==> src/rtl/gnss_ubx_nmea_framer_top_macros.svh <==
// Assertion macros for the framer.
// Define ASSERT_OFF to compile the assertions out.
`ifndef GNSS_UBX_NMEA_FRAMER_TOP_MACROS_SVH
`define GNSS_UBX_NMEA_FRAMER_TOP_MACROS_SVH

`ifndef ASSERT_OFF

// Same-cycle implication, sampled on clk, quiet during reset
`define GUNF_ASSERT_NOW(lbl, ante, cons) \
	lbl: assert property (@(posedge clk) disable iff (!arst_n) (ante) |-> (cons)) \
		else $error("framer assertion failed");

// Next-cycle implication, sampled on clk, quiet during reset
`define GUNF_ASSERT_NEXT(lbl, ante, cons) \
	lbl: assert property (@(posedge clk) disable iff (!arst_n) (ante) |=> (cons)) \
		else $error("framer assertion failed");

`else

`define GUNF_ASSERT_NOW(lbl, ante, cons)
`define GUNF_ASSERT_NEXT(lbl, ante, cons)

`endif

`endif

==> src/rtl/gunf_pkg.sv <==
package gunf_pkg;

	// Longest body, the truncation point is LINE_MAX-1 stored bytes
	localparam int LINE_MAX = 512;
	localparam int CNT_W    = $clog2(LINE_MAX);
	localparam int LEN_W    = 16;
	localparam int CMP_W    = LEN_W + 1;

	localparam logic [CNT_W-1:0] TRUNC_AT = CNT_W'(LINE_MAX - 2);

	localparam logic [7:0] CR_BYTE = 8'h0D;
	localparam logic [7:0] LF_BYTE = 8'h0A;

	// Configuration register indexes
	localparam int CFG_IDX_W = 3;
	typedef enum logic [CFG_IDX_W-1:0] {
		CFG_UBX_SYNC_FIRST  = 3'd0,
		CFG_UBX_SYNC_SECOND = 3'd1,
		CFG_NMEA_START      = 3'd2,
		CFG_NMEA_SECOND_A   = 3'd3,
		CFG_NMEA_SECOND_B   = 3'd4
	} cfg_idx_t;

	localparam logic [7:0] RST_UBX_SYNC_FIRST  = 8'hB5;
	localparam logic [7:0] RST_UBX_SYNC_SECOND = 8'h62;
	localparam logic [7:0] RST_NMEA_START      = 8'h24;
	localparam logic [7:0] RST_NMEA_SECOND_A   = 8'h47;
	localparam logic [7:0] RST_NMEA_SECOND_B   = 8'h50;

	typedef struct packed {
		logic [7:0] ubx_sync_first;
		logic [7:0] ubx_sync_second;
		logic [7:0] nmea_start;
		logic [7:0] nmea_second_a;
		logic [7:0] nmea_second_b;
	} cfg_t;

	// Frame kinds
	localparam logic KIND_UBX  = 1'b0;
	localparam logic KIND_NMEA = 1'b1;

	// Parser phases, one-hot
	typedef enum logic [4:0] {
		PH_HUNT        = 5'b00001,
		PH_UBX_SYNC2   = 5'b00010,
		PH_NMEA_SECOND = 5'b00100,
		PH_NMEA_THIRD  = 5'b01000,
		PH_BODY        = 5'b10000
	} phase_t;

	typedef struct packed {
		logic       frame_kind;
		logic [7:0] data_byte;
		logic       has_byte;
		logic       is_header;
		logic       last;
		logic       truncated;
	} res_t;

endpackage

==> src/rtl/gunf_if.sv <==
// Raw byte channel
interface gunf_byte_if;
	logic       valid;
	logic       ready;
	logic [7:0] rx_byte;

	modport source (output valid, output rx_byte, input ready);
	modport sink (input valid, input rx_byte, output ready);
endinterface

// Framed result channel
interface gunf_frame_if;
	logic       valid;
	logic       ready;
	logic       frame_kind;
	logic [7:0] data_byte;
	logic       has_byte;
	logic       is_header;
	logic       last;
	logic       truncated;

	modport source (output valid, output frame_kind, output data_byte, output has_byte,
		output is_header, output last, output truncated, input ready);
	modport sink (input valid, input frame_kind, input data_byte, input has_byte,
		input is_header, input last, input truncated, output ready);
endinterface

==> src/rtl/gunf_parser.sv <==
module gunf_parser (
	input  logic          clk,
	input  logic          arst_n,
	input  logic          step,
	input  logic [7:0]    c,
	input  gunf_pkg::cfg_t cfg,
	output logic          emit,
	output gunf_pkg::res_t res
);
	import gunf_pkg::*;

	phase_t           phase_q, phase_n;
	logic             kind_q, kind_n;
	logic [CNT_W-1:0] count_q, count_n;
	logic [LEN_W-1:0] len_q, len_n;
	logic             cr_q, cr_n;
	logic             lst, trn;

	// Next state and result for the byte in hand
	always_comb begin
		phase_n = phase_q;
		kind_n  = kind_q;
		count_n = count_q;
		len_n   = len_q;
		cr_n    = cr_q;
		emit    = 1'b0;
		lst     = 1'b0;
		trn     = 1'b0;
		res     = '{frame_kind: kind_q, data_byte: c, has_byte: 1'b1,
			is_header: 1'b1, last: 1'b0, truncated: 1'b0};
		unique case (phase_q)
			PH_HUNT: begin
				if (c == cfg.ubx_sync_first) begin
					phase_n = PH_UBX_SYNC2;
				end else if (c == cfg.nmea_start) begin
					phase_n = PH_NMEA_SECOND;
				end
			end
			PH_UBX_SYNC2: begin
				if (c != cfg.ubx_sync_second) begin
					phase_n = PH_HUNT;
				end else begin
					kind_n         = KIND_UBX;
					count_n        = '0;
					len_n          = '0;
					cr_n           = 1'b0;
					phase_n        = PH_BODY;
					emit           = 1'b1;
					res.frame_kind = KIND_UBX;
				end
			end
			PH_NMEA_SECOND: begin
				if (c != cfg.nmea_second_a && c != cfg.nmea_second_b) begin
					phase_n = PH_HUNT;
				end else begin
					kind_n         = KIND_NMEA;
					count_n        = '0;
					len_n          = '0;
					cr_n           = 1'b0;
					phase_n        = PH_NMEA_THIRD;
					emit           = 1'b1;
					res.frame_kind = KIND_NMEA;
				end
			end
			PH_NMEA_THIRD: begin
				phase_n = PH_BODY;
				emit    = 1'b1;
			end
			PH_BODY: begin
				res.is_header = 1'b0;
				if (kind_q == KIND_NMEA && c == CR_BYTE) begin
					// hold the CR, nothing goes out
					cr_n = 1'b1;
				end else if (kind_q == KIND_NMEA && c == LF_BYTE && cr_q) begin
					// end marker, close the sentence
					emit          = 1'b1;
					res.data_byte = 8'h00;
					res.has_byte  = 1'b0;
					res.last      = 1'b1;
					phase_n       = PH_HUNT;
					count_n       = '0;
					len_n         = '0;
					cr_n          = 1'b0;
				end else begin
					cr_n = 1'b0;
					if (kind_q == KIND_UBX) begin
						// capture the little-endian length
						if (count_q == CNT_W'(2)) begin
							len_n = {len_q[LEN_W-1:8], c};
						end else if (count_q == CNT_W'(3)) begin
							len_n = {c, len_q[7:0]};
						end
						if (count_q >= CNT_W'(5) &&
							CMP_W'(count_q) == CMP_W'(len_n) + CMP_W'(5)) begin
							lst = 1'b1;
						end
					end
					if (!lst && count_q >= TRUNC_AT) begin
						lst = 1'b1;
						trn = 1'b1;
					end
					count_n       = count_q + CNT_W'(1);
					emit          = 1'b1;
					res.last      = lst;
					res.truncated = trn;
					if (lst) begin
						phase_n = PH_HUNT;
						count_n = '0;
						len_n   = '0;
						cr_n    = 1'b0;
					end
				end
			end
			default: begin
				phase_n = PH_HUNT;
				count_n = '0;
				len_n   = '0;
				cr_n    = 1'b0;
			end
		endcase
	end

	// Advance the state on each processed beat
	always_ff @(posedge clk or negedge arst_n) begin
		if (!arst_n) begin
			phase_q <= PH_HUNT;
			kind_q  <= KIND_UBX;
			count_q <= '0;
			len_q   <= '0;
			cr_q    <= 1'b0;
		end else if (step) begin
			phase_q <= phase_n;
			kind_q  <= kind_n;
			count_q <= count_n;
			len_q   <= len_n;
			cr_q    <= cr_n;
		end
	end

endmodule

==> src/rtl/gnss_ubx_nmea_framer_top.sv <==
// Channel | Dir | Payload                                              | Beat
// rx      | in  | rx_byte[7:0]                                         | valid & ready
// frm     | out | frame_kind, data_byte[7:0], has_byte, is_header,     | valid & ready
//         |     | last, truncated                                      |
// cfg     | in  | cfg_idx[2:0], cfg_wdata[7:0]                         | cfg_we
//
// One byte per cycle sustained while the output is not stalled; a taken byte passes
// through the input register, then the parser, and its result into the result register.
// Reset restores the default sync bytes and sends the parser hunting for a frame.
// A stalled output holds its result; the input register keeps taking bytes for as
// long as the output register can be refilled in the same cycle.
module gnss_ubx_nmea_framer_top (
	input  logic                          clk,
	input  logic                          arst_n,
	gunf_byte_if.sink                     rx,
	gunf_frame_if.source                  frm,
	input  logic                          cfg_we,
	input  logic [gunf_pkg::CFG_IDX_W-1:0] cfg_idx,
	input  logic [7:0]                    cfg_wdata
);
	import gunf_pkg::*;

	`include "gnss_ubx_nmea_framer_top_macros.svh"

	cfg_t       cfg_q;
	logic       v_s1;
	logic [7:0] byte_s1;
	logic       v_s2;
	res_t       res_s2;
	logic       proc_fire;
	logic       emit;
	res_t       res;

	// Configuration writes
	always_ff @(posedge clk or negedge arst_n) begin
		if (!arst_n) begin
			cfg_q <= '{ubx_sync_first: RST_UBX_SYNC_FIRST,
				ubx_sync_second: RST_UBX_SYNC_SECOND,
				nmea_start: RST_NMEA_START,
				nmea_second_a: RST_NMEA_SECOND_A,
				nmea_second_b: RST_NMEA_SECOND_B};
		end else if (cfg_we) begin
			unique case (cfg_idx_t'(cfg_idx))
				CFG_UBX_SYNC_FIRST:  cfg_q.ubx_sync_first  <= cfg_wdata;
				CFG_UBX_SYNC_SECOND: cfg_q.ubx_sync_second <= cfg_wdata;
				CFG_NMEA_START:      cfg_q.nmea_start      <= cfg_wdata;
				CFG_NMEA_SECOND_A:   cfg_q.nmea_second_a   <= cfg_wdata;
				CFG_NMEA_SECOND_B:   cfg_q.nmea_second_b   <= cfg_wdata;
				default: ;
			endcase
		end
	end

	// Process the held byte when the output register is free or draining
	assign proc_fire = v_s1 && (!v_s2 || frm.ready);
	assign rx.ready  = !v_s1 || proc_fire;

	// Input register
	always_ff @(posedge clk or negedge arst_n) begin
		if (!arst_n) begin
			v_s1 <= 1'b0;
		end else if (rx.ready) begin
			v_s1 <= rx.valid;
		end
	end

	always_ff @(posedge clk) begin
		if (rx.valid && rx.ready) begin
			byte_s1 <= rx.rx_byte;
		end
	end

	gunf_parser u_parser (
		.clk    (clk),
		.arst_n (arst_n),
		.step   (proc_fire),
		.c      (byte_s1),
		.cfg    (cfg_q),
		.emit   (emit),
		.res    (res)
	);

	// Result register: load on a processed beat, drop once taken
	always_ff @(posedge clk or negedge arst_n) begin
		if (!arst_n) begin
			v_s2 <= 1'b0;
		end else if (proc_fire) begin
			v_s2 <= emit;
		end else if (frm.ready) begin
			v_s2 <= 1'b0;
		end
	end

	always_ff @(posedge clk) begin
		if (proc_fire) begin
			res_s2 <= res;
		end
	end

	assign frm.valid      = v_s2;
	assign frm.frame_kind = res_s2.frame_kind;
	assign frm.data_byte  = res_s2.data_byte;
	assign frm.has_byte   = res_s2.has_byte;
	assign frm.is_header  = res_s2.is_header;
	assign frm.last       = res_s2.last;
	assign frm.truncated  = res_s2.truncated;

	// An end marker is an NMEA close with no byte
	`GUNF_ASSERT_NOW(a_marker_shape, v_s2 && !res_s2.has_byte,
		res_s2.frame_kind == KIND_NMEA && res_s2.last && res_s2.data_byte == 8'h00)
	// Header beats never close a frame
	`GUNF_ASSERT_NOW(a_header_open, v_s2 && res_s2.is_header, !res_s2.last && !res_s2.truncated)
	// Truncation only on a closing beat
	`GUNF_ASSERT_NOW(a_trunc_last, v_s2 && res_s2.truncated, res_s2.last)
	// A held input byte is not lost while the output stalls
	`GUNF_ASSERT_NEXT(a_s1_hold, v_s1 && !proc_fire, v_s1 && $stable(byte_s1))

endmodule
==> src/flat_wrapper.sv <==
// flat-port wrapper written by rule: the top's interface ports become plain ports
module gnss_ubx_nmea_framer_top_flat import gunf_pkg::*;
  (clk, arst_n, cfg_we, cfg_idx, cfg_wdata, rx_valid, rx_rx_byte, rx_ready, frm_valid, frm_frame_kind, frm_data_byte, frm_has_byte, frm_is_header, frm_last, frm_truncated, frm_ready);
  gunf_byte_if rx_i ();
  gunf_frame_if frm_i ();
  input  logic clk;
  input  logic arst_n;
  input  logic cfg_we;
  input  logic [gunf_pkg::CFG_IDX_W-1:0] cfg_idx;
  input  logic [7:0] cfg_wdata;
  input wire logic [$bits(rx_i.valid)-1:0] rx_valid;
  input wire logic [$bits(rx_i.rx_byte)-1:0] rx_rx_byte;
  output wire logic [$bits(rx_i.ready)-1:0] rx_ready;
  output wire logic [$bits(frm_i.valid)-1:0] frm_valid;
  output wire logic [$bits(frm_i.frame_kind)-1:0] frm_frame_kind;
  output wire logic [$bits(frm_i.data_byte)-1:0] frm_data_byte;
  output wire logic [$bits(frm_i.has_byte)-1:0] frm_has_byte;
  output wire logic [$bits(frm_i.is_header)-1:0] frm_is_header;
  output wire logic [$bits(frm_i.last)-1:0] frm_last;
  output wire logic [$bits(frm_i.truncated)-1:0] frm_truncated;
  input wire logic [$bits(frm_i.ready)-1:0] frm_ready;
  assign rx_i.valid = rx_valid;
  assign rx_i.rx_byte = rx_rx_byte;
  assign rx_ready = rx_i.ready;
  assign frm_valid = frm_i.valid;
  assign frm_frame_kind = frm_i.frame_kind;
  assign frm_data_byte = frm_i.data_byte;
  assign frm_has_byte = frm_i.has_byte;
  assign frm_is_header = frm_i.is_header;
  assign frm_last = frm_i.last;
  assign frm_truncated = frm_i.truncated;
  assign frm_i.ready = frm_ready;
  gnss_ubx_nmea_framer_top u_core (.clk(clk), .arst_n(arst_n), .rx(rx_i), .frm(frm_i), .cfg_we(cfg_we), .cfg_idx(cfg_idx), .cfg_wdata(cfg_wdata));
endmodule
==> config.mk <==
export PLATFORM = sky130hd
export DESIGN_NAME = gnss_ubx_nmea_framer_top_flat
export DESIGN_NICKNAME = d
export VERILOG_FILES = /design/src/rtl/gunf_pkg.sv /design/src/rtl/gunf_if.sv /design/src/rtl/gunf_parser.sv /design/src/rtl/gnss_ubx_nmea_framer_top.sv /design/src/flat_wrapper.sv
export VERILOG_INCLUDE_DIRS = /design/src /design/src/rtl
export SDC_FILE = /design/constraint.sdc
export NUM_CORES = 1
export LEC_CHECK = 0
export BUFFER_PORTS_ARGS = -buffer_cell sky130_fd_sc_hd__buf_2
export CAP_MARGIN = 20
export CORE_MARGIN = 2
export CORE_UTILIZATION = 45
export DETAILED_ROUTE_END_ITERATION = 6
export PLACE_DENSITY = 0.72
export SYNTH_ARGS = -nofsm -noshare
export SYNTH_HDL_FRONTEND = slang
export SYNTH_SLANG_ARGS = --single-unit
==> constraint.sdc <==
create_clock -name clk -period 7.2 [get_ports clk]
set_clock_uncertainty 0.15 [all_clocks]
set_input_delay 0.36 -clock clk [delete_from_list [all_inputs] [get_ports clk]]
set_output_delay 0.36 -clock clk [all_outputs]
set_load 0.1 [all_outputs]
==> impl_metrics.csv, run 1 <==
group,metric,value,unit
finish,fillers,1059,
timing,finalSetupTns,0,ns
logic_synthesis,syn_inst,515,
drt,num_vias,3980,
finish,multi_input_area,2710,um2
setup_path,critPathCaptureType,"flop",
placed_design,dp.cells,671,
drt,drc,0,
global_route,antenna_found_initial,0,
clock_tree,clk_pin_slew_worst_paths,0.07,ns
die,die_w,114,um
logic_synthesis,syn-cell-area,5400,um2
logic_synthesis,yosys.cell_types.count,69,
power_and_ir_drop,p_sw,566,uW
die,chipHeight,114,um
placed_design,dp_hpwl,8.65,mm
clock_tree,clock_latency,0.35,ns
setup_path,critPathLaunchType,"flop",
clock_tree,htreeDepth,3,
logic_synthesis,yosysMostFrequentCell,"dfrtp_1",
clock_tree,post_cts_resized,0,
logic_synthesis,synth.net_count,543,
power_and_ir_drop,power_frac_comb,27.0,%
worst_hold_path,hold_path_class,"in2reg",
finish,final_util,50.1,%
finish,antenna_cells,0,
logic_synthesis,synth_area_leaders,"dfrtp_1, edfxtp_1, mux2_2",
clock_tree,cts_buffers,9,
logic_synthesis,synth_common_cells,"dfrtp_1, nand2_1, xnor2_1",
die,num_rows,40,
power_and_ir_drop,power_density,272,nW/um2
timing,fin_crit_sh,68.1,%
clock_tree,cts_tree,"done",
finish,regArea,2500,um2
timing,fmax,204,MHz
drt,drt_iter0_markers,298,
die,dieArea,12900,um2
logic_synthesis,synth_area_per_cell,10.5,um2
drt,dr.pass1.iters,4,
power_and_ir_drop,p_clk_share,27.9,%
setup_path,cp_max_fo,10,
logic_synthesis,yosysTopAreaCellShare,26.4,%
clock_tree,cts_sinks,95,
finish,nets,563,
timing,rsz0062_at_grt,"no",
logic_synthesis,synth_warnings,0,
global_route,grt_usage,21.2,%
timing,final_hold_viol_count,0,
drt,via_per_inst,5.79,
timing,maxSlewHeadroom,26.9,%
placed_design,place_congestion,0.961,
power_and_ir_drop,ir_worst_vdd,0.210,mV
die,initial_core_util,45.5,%
clock_tree,root_buffer,"clkbuf_16",
global_route,grt_pass1_wl,21.3,mm
global_route,grt_pass1_vias,4010,
status,status,"finished, final reports clean",
logic_synthesis,yosys_register_bits,95,
finish,area_growth,10.1,%
timing,tightest_slew,1.09,ns
drt,drtAntennaViolNets,0,
clock_tree,cts_buffer_depth,2,
drt,wl_per_cell,18.3,um
timing,drv_slew,0,
clock_tree,post_cts_buffers,0,
finish,drive_gt1_share,24.6,%
timing,setup_violations,0,
logic_synthesis,synth-seq-area-share,46.4,%
setup_path,crit_required,7.28,ns
drt,routed_wl,12.6,mm
clock_tree,ctsHoldBuffers,0,
logic_synthesis,synth_edf_count,21,
job,cap_violations,0,
power_and_ir_drop,p_int,1.05,mW
power_and_ir_drop,seqPwrFrac,45.0,%
placed_design,port-buffer-count,38,
setup_path,arrival,4.98,ns
power_and_ir_drop,power.leakage,2.36,nW
die,ios,39,
die,coreArea,11900,um2
power_and_ir_drop,p_sw_share,35.0,%
logic_synthesis,async_flop_share,77.9,%
setup_path,crit_type,"reg2reg",
logic_synthesis,yosysTopAreaCell,"dfrtp_1",
logic_synthesis,synth-main-ff-cell,"dfrtp_1",
finish,final_cells,687,
global_route,grt_max_degree,75,
global_route,overflow,0,
timing,period_minus_slack,4.90,ns
timing,hold_slack,0.0288,ns
placed cells by master, fill, tap and decap left out, types with 3 or more instances in the layout:
cell type,instances
a31oi_1,5
edfxtp_1,21
and3_1,3
nand2b_1,4
nand2_1,46
nor2b_1,4
a211oi_1,4
or3_1,5
nor3_1,16
o21ai_0,15
o2111ai_1,4
dfstp_2,17
clkbuf_16,9
xor2_1,18
buf_4,5
a21o_1,3
nand3_1,20
nor2_1,32
xnor2_1,45
mux2i_1,6
nor4_1,7
ha_1,4
buf_2,39
and2_1,4
a22o_1,16
mux2_2,42
a21oi_1,9
dfrtp_1,57
nand4_1,12
o31ai_1,3
inv_1,11
power groups by stage:
stage / clock network [mW] / logic, mW / registers, mW
after CTS: 0.458 / 0.438 / 0.727
final: 0.452 / 0.437 / 0.728
after global placement: 0 / 0.430 / 0.734
after floorplan: 0 / 0.295 / 0.774
after detailed placement: 0 / 0.437 / 0.737
after global routing: 0.483 / 0.480 / 0.740
layer usage:
layer	track usage [%]	wire length, um	vias to the layer above
met1	28.5	5780	1941
li1	-	-	1898
met2	34.3	5930	125
met4	6.75	207	0
met5	0	0	-
met3	5.05	689	16
sequential cells by signal (all words and copies together) (netlist names), 5 cells and up:
register and count:
u_core.byte_s1 8, u_core.u_parser.phase_q 5, u_core.u_parser.len_q 16, u_core.cfg_q 40
u_core.u_parser.count_q 9, u_core.frm.data_byte 8
through the flow:
step | power, mW | cell area [um2] | setup slack (ns)
2_1_floorplan | 1.07 | 5400 | 3.18
3_3_place_gp | 1.16 | 5670 | 2.48
3_5_place_dp | 1.17 | 5680 | 2.43
4_1_cts | 1.62 | 5950 | 2.41
5_1_grt | 1.70 | 5950 | 1.91
6_report | 1.62 | 5950 | 2.30
layout make-up:
type	instances	share of cell area [%]
Timing Repair Buffer	44	3.91
Clock buffer	11	3.91
Clock inverter	5	0.673
Sequential cell	95	42.1
Tap cell	147	3.09
Inverter	11	0.694
Multi-Input combinational cell	374	45.6
worst paths after layout:
check	from	to	slack, ns	cells after the start
hold reg to reg	u_core.cfg_q[31]$_DFFE_PN0P_	u_core.cfg_q[31]$_DFFE_PN0P_	0.38	1
max in group asynchronous	arst_n	u_core.cfg_q[33]$_DFFE_PN0P_	6.22	2
hold / removal	rx_rx_byte[1]	u_core.byte_s1[1]$_DFFE_PP_	0.03	1
setup / recovery	u_core.u_parser.count_q[0]$_DFFE_PN0P_	u_core.u_parser.count_q[6]$_DFFE_PN0P_	2.30	15
min in group asynchronous	arst_n	u_core.u_parser.len_q[3]$_DFFE_PN0P_	0.08	2
setup reg to reg	u_core.u_parser.count_q[0]$_DFFE_PN0P_	u_core.u_parser.count_q[6]$_DFFE_PN0P_	2.30	15
logic make-up after synthesis:
kind of cell | share of synthesized area (%)
AND/OR/NAND/NOR | 17.6
flip-flops | 46.4
AO/OA/AOI/OAI | 11.4
XOR/XNOR | 10.2
multiplexers | 10.1
buffers and inverters | 3.38
adder cells (fa/ha/maj) | 0.927
worst max-delay path, stage by stage (launching register included):
cell and delay [ns]:
dfrtp_1 0.47, inv_1 0.10, ha_1 0.22, nor4b_2 0.47, a21boi_0 0.22, or2_2 0.33
ha_1 0.29, nor2_1 0.25, nor3_1 0.07, a21oi_1 0.63, o211a_1 0.26, a311oi_1 0.06
a2111oi_1 0.51, nand2_1 0.28, a21oi_2 0.36, nor2_1 0.10
No activity file was read; power rests on OpenSTA's default activity.
==> run 2: changes to the inputs <==
PLACE_DENSITY = 0.75   (was 0.72)
clock period = 4.4 ns   (was 7.2 ns; I/O delays follow)
==> run 2 against run 1 <==
  * Fmax increased by 17%
  * Count of clock-buffer cells in the layout decreased by 2
  * Register-to-register slack got worse by 2.1 ns
  * Sequential power increased by 62%
  * Routed wire length increased by 5.2%
  * Setup slack got worse by 2.1 ns
  * Critical path depth decreased by 1
  * Highest routed layer unchanged
==> impl_metrics.csv, run 2 (synthesis results as in run 1) <==
group,metric,value,unit
status,status,"finished, final reports clean",
setup_path,r2r_start,"u_core.u_parser.count_q[0]$_DFFE_PN0P_",
global_route,antenna_found_initial,0,
placed_design,place_congestion,0.944,
clock_tree,cts_tree,"done",
setup_path,path_buf_inv,1,
global_route,overflow,0,
timing,rsz0062_at_grt,"no",
global_route,grt_pass1_vias,4266,
setup_path,reg2reg_depth,14,
setup_path,critPathLaunchType,"flop",
die,num_rows,40,
finish,antenna_cells,0,
finish,nets,593,
global_route,grt_max_degree,67,
worst_hold_path,hold_path_class,"in2reg",
timing,drv_slew,0,
placed_design,dp_hpwl,9.38,mm
clock_tree,root_buffer,"clkbuf_16",
clock_tree,clk_pin_slew_worst_paths,0.07,ns
global_route,grt_pass1_wl,22.0,mm
setup_path,r2r_slack,0.21,ns
die,coreArea,11900,um2
timing,fmax,239,MHz
drt,wl_per_cell,18.5,um
finish,top_register,"u_core.cfg_q",
timing,period_minus_slack,4.19,ns
finish,post-route-cell-area,6270,um2
drt,drc,0,
setup_path,crit_required,4.49,ns
drt,dr.pass1.iters,4,
finish,largest_register_ffs,40,
finish,reg_top3,"u_core.cfg_q: 40 flops, u_core.u_parser.len_q: 16 flops, u_core.u_parser.count_q: 9 flops",
setup_path,arrival,4.28,ns
clock_tree,cts_buffer_depth,2,
power_and_ir_drop,power.leakage,2.53,nW
finish,fillers,1043,
placed_design,post_dp_cell_area,5820,um2
clock_tree,post_cts_buffers,0,
die,initial_core_util,45.5,%
worst_hold_path,min_to,"u_core.frm.valid$_DFFE_PN0P_",
setup_path,crit_type,"reg2reg",
setup_path,cp_max_fo,7,
power_and_ir_drop,power_density,436,nW/um2
setup_path,critPathCaptureType,"flop",
timing,fin_crit_sh,95.3,%
worst_hold_path,min_path_cells,3,
timing,finalSetupTns,0,ns
drt,drt_iter0_markers,359,
drt,drtAntennaViolNets,0,
timing,setup_violations,0,
drt,routed_wl,13.3,mm
setup_path,critical-path-top-delay-family,"compound AO/OA/AOI/OAI gates",
job,cap_violations,0,
power_and_ir_drop,ir_worst_vdd,0.345,mV
timing,final_hold_viol_count,0,
die,ios,39,
finish,final_cell_mix,"dfrtp_1, nand2_1, xnor2_1",
setup_path,max_stage_delay,0.55,ns
worst_hold_path,min_from,"frm_ready",
setup_path,rr_endpoint,"u_core.u_parser.len_q[13]$_DFFE_PN0P_",
drt,num_vias,4194,
die,dieArea,12900,um2
clock_tree,clock_latency,0.36,ns
finish,area_growth,16.1,%
timing,maxSlewHeadroom,31.7,%
finish,multi_input_area,2770,um2
clock_tree,htreeDepth,3,
setup_path,cpMaxStageDelayCell,"or4b_4",
timing,tightest_slew,1.02,ns
die,chipHeight,114,um
global_route,grt_usage,21.9,%
clock_tree,cts_buffers,9,
placed_design,port-buffer-count,38,
drt,via_per_inst,5.85,
die,die_w,114,um
finish,regArea,2500,um2
setup_path,cp_cell_sequence,"inv_1 > ha_1 > or4b_4 > nor3_2 > or2_2 > ha_1 > xor2_1 > a311o_1 > a2111oi_2 > o2111ai_1 > a2111oi_2 > and4b_1 > a21oi_2 > a22o_1",
clock_tree,cts_sinks,95,
finish,drive_gt1_share,28.4,%
finish,layout_commonest_cell,"dfrtp_1",
-- run 2: worst reg2reg max path, delay by kind of cell (launching register included) --
family,cells,cell delay (ns)
DFF,1,0.40
buffers and inverters,1,0.06
xor gates and xnor gates,1,0.14
adders and majority gates,2,0.44
and+or+nand+nor,4,1.19
AOI/OAI and AO/OA,6,1.69
-- run 2: per-layer routing --
layer | routed length (um) | share of wire (%) | global-route usage, %
met4 | 227 | 1.7 | 6.83
met5 | 0 | 0 | 0
met3 | 638 | 4.8 | 4.68
met2 | 6520 | 49 | 36.1
met1 | 5870 | 44 | 29.1
-- run 2: repair_timing --
| action | in CTS | in global routing |
|---|---|---|
| setup endpoints to repair | 0 | 29 |
| hold endpoints to repair | 17 | 0 |
| hold buffers | 10 | 0 |
| gates resized for setup | 0 | 11 |
-- run 2: how the worst max path moves through the flow --
stage,startpoint,depth (start not counted),endpoint
floorplan,u_core.u_parser.count_q[0]$_DFFE_PN0P_,15,u_core.u_parser.len_q[15]$_DFFE_PN0P_
global placement,u_core.u_parser.count_q[0]$_DFFE_PN0P_,15,u_core.u_parser.count_q[8]$_DFFE_PN0P_
detailed placement,u_core.u_parser.count_q[0]$_DFFE_PN0P_,15,u_core.u_parser.count_q[5]$_DFFE_PN0P_
CTS,u_core.u_parser.count_q[0]$_DFFE_PN0P_,15,u_core.u_parser.count_q[5]$_DFFE_PN0P_
global route,u_core.u_parser.count_q[0]$_DFFE_PN0P_,14,u_core.u_parser.len_q[13]$_DFFE_PN0P_
finish,u_core.u_parser.count_q[0]$_DFFE_PN0P_,14,u_core.u_parser.len_q[13]$_DFFE_PN0P_
-- run 2: area by class of cell --
| cell class | count | share of cell area (%) |
|---|---|---|
| tap | 147 | 2.93 |
| inverter | 11 | 0.659 |
| clock inverter | 7 | 0.998 |
| timing repair buffer | 74 | 7.71 |
| multi-input combinational | 374 | 44.2 |
| clock buffer | 9 | 3.59 |
| sequential | 95 | 39.9 |
-- run 2: where the power goes --
part	switching, mW	leakage [nW]	internal, mW
Clock	0.338	0.147	0.436
Sequential	0.119	1.12	1.06
Combinational	0.478	1.26	0.301
-- run 2: through the flow --
step	instances	util [%]	hold slack, ns	total power [mW]	worst slack (ns)
final	717	52.8	0.0144	2.73	0.208
after floorplan	515	-	-0.226	1.75	0.378
after global routing	717	52.8	0.0306	2.87	0.00368
after detailed placement	690	49.1	-0.0636	1.95	0.0464
after global placement	690	49.1	-0.0709	1.93	0.127
after CTS	716	52.3	0.0142	2.73	0.0149
